## config.mk

```make
export PLATFORM = sky130hd
export DESIGN_NAME = quoted_text_tokenizer_top
export DESIGN_NICKNAME = d
export VERILOG_FILES = /design/src/rtl/qtt_pkg.sv /design/src/rtl/qtt_front.sv /design/src/rtl/qtt_fifo.sv /design/src/rtl/qtt_back.sv /design/src/rtl/quoted_text_tokenizer_top.sv
export SDC_FILE = /design/constraint.sdc
export NUM_CORES = 1
export LEC_CHECK = 0
export BUFFER_PORTS_ARGS = -buffer_cell sky130_fd_sc_hd__buf_2
export CORE_MARGIN = 5
export CORE_UTILIZATION = 30
export DETAILED_ROUTE_END_ITERATION = 6
export PLACE_DENSITY = 0.55
export SLEW_MARGIN = 30
export SYNTH_ARGS = -nofsm -noshare
export SYNTH_HDL_FRONTEND = slang
export SYNTH_SLANG_ARGS = --single-unit
```

## constraint.sdc

```tcl
create_clock -name i_clk -period 7.6 [get_ports i_clk]
set_input_delay 1.52 -clock i_clk [delete_from_list [all_inputs] [get_ports i_clk]]
set_output_delay 1.52 -clock i_clk [all_outputs]
set_load 0.005 [all_outputs]
```

## src/rtl/qtt_pkg.sv

```systemverilog
package qtt_pkg;

    typedef enum logic [2:0] {
        KIND_BYTE   = 3'd0,
        KIND_END    = 3'd1,
        KIND_EQ     = 3'd2,
        KIND_ADD_EQ = 3'd3,
        KIND_SUB_EQ = 3'd4
    } t_kind;

    typedef struct packed {
        t_kind      kind;
        logic [7:0] data;
    } t_res;

    // results caused by one item, cnt is 0..2
    typedef struct packed {
        logic [1:0] cnt;
        t_res       r0;
        t_res       r1;
    } t_group;

    localparam logic [7:0] CH_HASH  = 8'h23;
    localparam logic [7:0] CH_EQ    = 8'h3D;
    localparam logic [7:0] CH_PLUS  = 8'h2B;
    localparam logic [7:0] CH_MINUS = 8'h2D;
    localparam logic [7:0] CH_BSL   = 8'h5C;
    localparam logic [7:0] CH_QUOTE = 8'h22;
    localparam logic [7:0] CH_N     = 8'h6E;
    localparam logic [7:0] CH_T     = 8'h74;
    localparam logic [7:0] CH_R     = 8'h72;
    localparam logic [7:0] CH_SP    = 8'h20;
    localparam logic [7:0] CH_TAB   = 8'h09;
    localparam logic [7:0] CH_CR    = 8'h0D;
    localparam logic [7:0] CH_LF    = 8'h0A;

    function automatic t_group f_push(t_group g, t_kind k, logic [7:0] b);
        t_group r;
        r = g;
        if (g.cnt == 2'd0) begin
            r.r0.kind = k;
            r.r0.data = b;
        end else begin
            r.r1.kind = k;
            r.r1.data = b;
        end
        r.cnt = g.cnt + 2'd1;
        return r;
    endfunction

endpackage

```

## src/rtl/qtt_front.sv

```systemverilog
module qtt_front (
    input  logic            i_clk,
    input  logic            i_rst_n,
    input  logic            i_accept,
    input  logic            i_operation,
    input  logic [7:0]      i_ch,
    output logic            o_push,
    output qtt_pkg::t_group o_group
);
    import qtt_pkg::*;

    logic       r_in_quotes, n_in_quotes;
    logic       r_escape, n_escape;
    logic       r_skip, n_skip;
    logic       r_held_valid, n_held_valid;
    logic [7:0] r_held_byte, n_held_byte;
    logic       r_token, n_token;

    t_group     g;
    logic       handled;
    logic [7:0] b;

    always_comb begin
        n_in_quotes  = r_in_quotes;
        n_escape     = r_escape;
        n_skip       = r_skip;
        n_held_valid = r_held_valid;
        n_held_byte  = r_held_byte;
        n_token      = r_token;
        g            = '0;
        handled      = 1'b0;
        b            = i_ch;

        if (i_operation) begin
            if (n_held_valid) begin
                g = f_push(g, KIND_BYTE, n_held_byte);
                n_token = 1'b1;
                n_held_valid = 1'b0;
            end
            if (n_token) begin
                g = f_push(g, KIND_END, 8'h00);
                n_token = 1'b0;
            end
            n_in_quotes = 1'b0;
            n_escape    = 1'b0;
            n_skip      = 1'b0;
        end else if (!r_skip) begin
            if (!r_escape) begin
                if (b == CH_QUOTE) begin
                    n_in_quotes = !r_in_quotes;
                    handled = 1'b1;
                end else if (b == CH_BSL) begin
                    n_escape = 1'b1;
                    handled = 1'b1;
                end
            end
            if (!handled && !r_in_quotes) begin
                if (b == CH_HASH) begin
                    n_skip = 1'b1;
                    handled = 1'b1;
                end else if (b == CH_SP || b == CH_TAB || b == CH_CR || b == CH_LF) begin
                    if (n_held_valid) begin
                        g = f_push(g, KIND_BYTE, n_held_byte);
                        n_token = 1'b1;
                        n_held_valid = 1'b0;
                    end
                    if (n_token) begin
                        g = f_push(g, KIND_END, 8'h00);
                        n_token = 1'b0;
                    end
                    handled = 1'b1;
                end else if (b == CH_EQ) begin
                    if (n_token) begin
                        g = f_push(g, KIND_END, 8'h00);
                        n_token = 1'b0;
                    end
                    if (r_held_valid) begin
                        g = f_push(g, (r_held_byte == CH_PLUS) ? KIND_ADD_EQ : KIND_SUB_EQ,
                                   8'h00);
                        n_held_valid = 1'b0;
                    end else begin
                        g = f_push(g, KIND_EQ, 8'h00);
                    end
                    handled = 1'b1;
                end
            end
            if (!handled) begin
                if (r_escape) begin
                    n_escape = 1'b0;
                    if (b == CH_N) begin
                        b = CH_LF;
                    end else if (b == CH_T) begin
                        b = CH_TAB;
                    end else if (b == CH_R) begin
                        b = CH_CR;
                    end
                end
                if (n_held_valid) begin
                    g = f_push(g, KIND_BYTE, n_held_byte);
                    n_token = 1'b1;
                    n_held_valid = 1'b0;
                end
                if (b == CH_PLUS || b == CH_MINUS) begin
                    n_held_valid = 1'b1;
                    n_held_byte  = b;
                end else begin
                    g = f_push(g, KIND_BYTE, b);
                    n_token = 1'b1;
                end
            end
        end
    end

    assign o_push  = i_accept && (g.cnt != 2'd0);
    assign o_group = g;

    always_ff @(posedge i_clk) begin
        if (!i_rst_n) begin
            r_in_quotes  <= 1'b0;
            r_escape     <= 1'b0;
            r_skip       <= 1'b0;
            r_held_valid <= 1'b0;
            r_held_byte  <= 8'h00;
            r_token      <= 1'b0;
        end else if (i_accept) begin
            r_in_quotes  <= n_in_quotes;
            r_escape     <= n_escape;
            r_skip       <= n_skip;
            r_held_valid <= n_held_valid;
            r_held_byte  <= n_held_byte;
            r_token      <= n_token;
        end
    end

endmodule

```

## src/rtl/qtt_fifo.sv

```systemverilog
module qtt_fifo #(
    parameter int DEPTH = 4
) (
    input  logic            i_clk,
    input  logic            i_rst_n,
    input  logic            i_push,
    input  qtt_pkg::t_group i_data,
    input  logic            i_pop,
    output qtt_pkg::t_group o_data,
    output logic            o_full,
    output logic            o_empty
);
    import qtt_pkg::*;

    localparam int AW = (DEPTH > 1) ? $clog2(DEPTH) : 1;
    localparam int CW = $clog2(DEPTH + 1);

    t_group        r_mem [DEPTH];
    logic [AW-1:0] r_wr, n_wr;
    logic [AW-1:0] r_rd, n_rd;
    logic [CW-1:0] r_count;
    logic          do_push, do_pop;

    assign o_full  = (r_count == CW'(DEPTH));
    assign o_empty = (r_count == '0);
    assign o_data  = r_mem[r_rd];
    assign do_push = i_push && !o_full;
    assign do_pop  = i_pop && !o_empty;

    always_comb begin
        n_wr = (r_wr == AW'(DEPTH - 1)) ? '0 : r_wr + AW'(1);
        n_rd = (r_rd == AW'(DEPTH - 1)) ? '0 : r_rd + AW'(1);
    end

    always_ff @(posedge i_clk) begin
        if (do_push) begin
            r_mem[r_wr] <= i_data;
        end
    end

    always_ff @(posedge i_clk) begin
        if (!i_rst_n) begin
            r_wr    <= '0;
            r_rd    <= '0;
            r_count <= '0;
        end else begin
            if (do_push) begin
                r_wr <= n_wr;
            end
            if (do_pop) begin
                r_rd <= n_rd;
            end
            if (do_push && !do_pop) begin
                r_count <= r_count + CW'(1);
            end else if (do_pop && !do_push) begin
                r_count <= r_count - CW'(1);
            end
        end
    end

endmodule

```

## src/rtl/qtt_back.sv

```systemverilog
module qtt_back (
    input  logic            i_clk,
    input  logic            i_rst_n,
    input  qtt_pkg::t_group i_group,
    input  logic            i_empty,
    output logic            o_pop,
    output logic            o_out_valid,
    input  logic            i_out_ready,
    output logic [2:0]      o_kind,
    output logic [7:0]      o_byte_out,
    output logic            o_last
);
    import qtt_pkg::*;

    logic       r_valid;
    logic [2:0] r_kind;
    logic [7:0] r_byte;
    logic       r_last;
    logic       r_idx;
    logic       load;
    logic       is_last;
    t_res       sel;

    assign load    = !r_valid || i_out_ready;
    assign sel     = r_idx ? i_group.r1 : i_group.r0;
    assign is_last = r_idx || (i_group.cnt != 2'd2);
    assign o_pop   = load && !i_empty && is_last;

    always_ff @(posedge i_clk) begin
        if (!i_rst_n) begin
            r_valid <= 1'b0;
            r_idx   <= 1'b0;
        end else if (load) begin
            r_valid <= !i_empty;
            if (!i_empty) begin
                r_idx <= !is_last;
            end
        end
    end

    always_ff @(posedge i_clk) begin
        if (load && !i_empty) begin
            r_kind <= sel.kind;
            r_byte <= sel.data;
            r_last <= is_last;
        end
    end

    assign o_out_valid = r_valid;
    assign o_kind      = r_kind;
    assign o_byte_out  = r_byte;
    assign o_last      = r_last;

endmodule

```

## src/rtl/quoted_text_tokenizer_top.sv

```systemverilog
// Quoted-text tokenizer.
// Input channel (i_in_valid / o_in_ready): one item per accepted cycle,
// i_operation = 0 for a text byte in i_ch, 1 for end of line.
// Output channel (o_out_valid / i_out_ready): one result per cycle while
// i_out_ready is high; o_kind = token byte, token end, '=', '+=' or '-=';
// o_byte_out carries the byte for token bytes and is zero otherwise;
// o_last marks the final result of an item. An item gives zero, one or two
// results. Each item's group is written into the queue at the accepting
// edge; the serializer then loads its first result into the output register.
// Throughput: one item per cycle while items average at most one result;
// the output register drains one result per cycle while i_out_ready is high,
// and a group queue of FIFO_DEPTH entries between the classifier and the
// serializer absorbs items that give two results.
// o_in_ready drops only when that queue is full, so a stalled receiver
// backs up into the queue and then holds the input; no result is lost.
// Reset (synchronous, active low) clears quoting, escape, comment and
// held-byte state, empties the queue and drops o_out_valid.
module quoted_text_tokenizer_top #(
    parameter int FIFO_DEPTH = 4
) (
    input  logic       i_clk,
    input  logic       i_rst_n,
    input  logic       i_in_valid,
    output logic       o_in_ready,
    input  logic       i_operation,
    input  logic [7:0] i_ch,
    output logic       o_out_valid,
    input  logic       i_out_ready,
    output logic [2:0] o_kind,
    output logic [7:0] o_byte_out,
    output logic       o_last
);
    import qtt_pkg::*;

    logic   accept;
    logic   push;
    logic   pop;
    logic   full;
    logic   empty;
    t_group grp_in;
    t_group grp_out;

    assign o_in_ready = !full;
    assign accept     = i_in_valid && o_in_ready;

    qtt_front u_front (
        .i_clk       (i_clk),
        .i_rst_n     (i_rst_n),
        .i_accept    (accept),
        .i_operation (i_operation),
        .i_ch        (i_ch),
        .o_push      (push),
        .o_group     (grp_in)
    );

    qtt_fifo #(
        .DEPTH (FIFO_DEPTH)
    ) u_fifo (
        .i_clk   (i_clk),
        .i_rst_n (i_rst_n),
        .i_push  (push),
        .i_data  (grp_in),
        .i_pop   (pop),
        .o_data  (grp_out),
        .o_full  (full),
        .o_empty (empty)
    );

    qtt_back u_back (
        .i_clk       (i_clk),
        .i_rst_n     (i_rst_n),
        .i_group     (grp_out),
        .i_empty     (empty),
        .o_pop       (pop),
        .o_out_valid (o_out_valid),
        .i_out_ready (i_out_ready),
        .o_kind      (o_kind),
        .o_byte_out  (o_byte_out),
        .o_last      (o_last)
    );

endmodule

```

==> results.md <==
- Status: complete, no violations
- Number of flops mapped to enable cells by yosys: 108
- Post-Route Skew: 0.00767 ns
- CTS clk-pin slew, worst paths: roughly 0.05 ns
- FP Rows: 51
- Slowest-stage cell, CP: a2111oi_4
- Post-layout min period: 5.43 ns
- Initial antenna violation count: 0
- Vias: roughly 3.7k
- Final Net Count: 494
- Die W: roughly 150 um
- WP buf/inv: 3
- Seq/Total Area, Yosys: 62.5%
- Clock buffer depth: 2
- Setup CP Type: in -> reg
- CP peak stage delay: roughly 0.45 ns
- Net count after synthesis: between 400 and 500
- I/O pin total: 27
- Required @ worst endpoint: 7.94 ns
- TritonCTS clock tree: built
- Relative slew slack: approximately 42%
- Most common cell in the netlist: edfxtp_1
- Worst path top cell family by delay: compound AO/OA/AOI/OAI gates
- H-tree levels: 4
- Synthesized instance count: 435
- CP most frequent cell: ha_1
- Count of final setup violators: 0
- Number of synthesized register bits: 132
- Maximum clock frequency: between 0.15 and 0.2 GHz
- Drt total wl: approximately 13,000 um
- Ys async rst share: 0%
- Hold_ws: 0.493 ns
- # hold bufs at CTS: 0
- Final Core Density: a little over a third
- Synthesized area: ~6000 um2
- Total iterations of the first detailed-routing run: 5
- Proportion of synthesized area in mux cells: 9.16%
- CTS root buf: clkbuf_16
- Top post-synthesis cells by area: edfxtp_1 54%, mux4_2 8.3%, dfxtp_1 8.1%
- DIE AREA: approximately 23,000 um2
- Syn Area/Cell: between 10 and 15 um2
- Main combinational cell family by area after synthesis: simple AND/OR/NAND/NOR gates
- Top cell type by total area after synthesis: edfxtp_1
- Area added between synthesis and finish: 18.1%
- DRT antenna net count: 0
- Crit. End Element: flop
- Synth top cells by count: 108 x edfxtp_1, 60 x nand2_1, 27 x nor2_1
- Synth warn: 0
- Setup bufs post-CTS: 0
- RSZ-0062 raised after global routing: false
- Fin cells: 750
- Initial DRC Count: ~230
- Post-synthesis xor/xnor area fraction: 0.294%
- Core ar.: 19,500 um2
- Total power: ~0.0022 W
- Remaining Overflow, GRT: 0
- Pwr/cell area: about 310 nW/um2
- Crit path cell chain: buf_2, nor3_1, nor3b_2, o21ai_1, a2111oi_4, inv_1, ha_1, a31oi_1, ha_1, nor2_1, nand4_1, o311ai_2, a41oi_4, ha_1, inv_1, fa_1, xor2_1, or3_1, a21boi_0
- Yosys top cell area share: a little over half
- Simple-gate share of the synthesized area: 14.1%
- CP Launch Type: primary input
- ANT cells: 0
- Yosys cell types: 67
- Number of global-route vias before repair: 3,732
- Synth Flop Type: edfxtp_1
- Min-delay worst type: reg -> reg
- Avg WL per Cell: between 15 and 20 um
- Slew at the pin closest to its max-slew limit: ~0.86 ns
- Placed insts: 718
- Clock sink total: roughly 130
- Clk_lat worst skew: roughly 0.42 ns
- Max-cap violations: 0
- Largest net degree at the start of global routing: 27
- Worst vdd ir: 0.000151 V
- Starting density of the core: slightly above 30%
- Total Neg Setup Slack: 0 ns
- Cts bufs inserted: 17
- All-Layer GR Usage: roughly an eighth
- Synth Area in Adders: slightly above 2%
- Global-route wire length before repair: around 21,000 um
- Post-CTS sizing: 0
- Count of final max-slew check failures: 0
- Final Hold Fails: 0
- CP Max Fanout: 11
- Die height: 151 um
- Critical Path AT: 5.77 ns
- Fin crit share: 71.5%
- Leak pwr: between 2 and 2.5 nW
- Drc violations: 0
- Post-DP HPWL: between 8000 and 9000 um
- Layout cells sized above 1: about a fifth
- Vias/cell: approximately 4.9
- Synth Area in Compound Gates: under 10%
- Placer Congestion: 0.870
- Port buffer count: 26
[path summary, 6_finish.rpt]
path                       from            endpoint  slack [ns]  cells past startpoint
max                     i_ch[1]   u_fifo.r_count[2]        2.17                     19
min          u_back.o_out_valid  u_back.o_out_valid        0.49                      2
max reg2reg    u_front.r_escape   u_fifo.r_count[2]        3.52                     16
min reg2reg  u_back.o_out_valid  u_back.o_out_valid        0.49                      2
[flip-flops by register name, summed over array words and instances (netlist names), named ones only]
signal and count:
u_back.o_last 1, u_fifo.r_count 3, u_front.r_skip 1, u_front.r_held_byte 8, u_front.r_held_valid 1, u_front.r_in_quotes 1
u_back.o_out_valid 1, u_front.r_escape 1, u_fifo.r_mem 96, u_fifo.r_rd 2, u_back.o_kind 3, u_front.r_token 1
u_back.o_byte_out 8, u_back.r_idx 1, u_fifo.r_wr 2
[worst min-delay path: stages, from the launching register on]
cell and delay, ns:
dfxtp_1 0.32, nand2_1 0.05, a21boi_0 0.06
[area by class of cell]
cell class              count  area, um2
clock buffers              23        488
clock inverters             9        150
fillers                  1943      12500
inverters                  14       52.6
multi-input cells         273       2100
flip-flops and latches    132       3720
well taps                 265        332
repair buffers             34        190
[power by group]
group / leakage [nW] / internal, W / total (W) / switching [W]
clock network: 0.311 / 0.000582 / 0.000868 / 0.000286
logic: 0.909 / 0.000192 / 0.000434 / 0.000242
registers: 1.22 / 0.000884 / 0.000910 / 0.0000258
total: 2.44 / 0.00166 / 0.00221 / 0.000554
[placed cells by master, fill, tap and decap left out, drive strengths merged, types with 3 or more instances in the layout]
| cell type | n |
|---|---|
| a21oi | 15 |
| and2 | 11 |
| nor2 | 27 |
| ha | 8 |
| nor3b | 5 |
| dfxtp | 24 |
| a21boi | 3 |
| a32oi | 6 |
| mux2i | 5 |
| clkbuf | 23 |
| nor4 | 4 |
| clkinv | 4 |
| nand2b | 3 |
| edfxtp | 108 |
| buf | 34 |
| a32o | 5 |
| and3 | 4 |
| nor3 | 10 |
| nand2 | 61 |
| o21ai | 18 |
| or3 | 4 |
| nand3 | 7 |
| mux4 | 22 |
| nor2b | 9 |
| inv | 14 |
| bufinv | 4 |
| o21a | 4 |
| nand4 | 4 |
[through the flow]
stage               worst slack [ns]  area, um2
global placement                1.91       6400
global route                    1.89       7030
finish                          2.17       7030
floorplan                       2.28       5960
CTS                             2.15       7030
detailed placement              1.73       6400
[logic make-up after synthesis]
group | count (synthesis)
and+or+nand+nor | 161
buffers and inverters | 30
xor gates and xnor gates | 2
AOI/OAI and AO/OA | 74
DFF | 132
muxes | 27
adders and majority gates | 9
[per-layer routing]
layer	track usage [%]	part of all wire, %	vias up
met3	3.32	4.4	16
li1	-	-	1745
met5	0	0	-
met2	19.0	47	94
met4	4.67	1.8	0
met1	16.0	46	1826
Note: power is estimated with default switching activity, not from simulation.
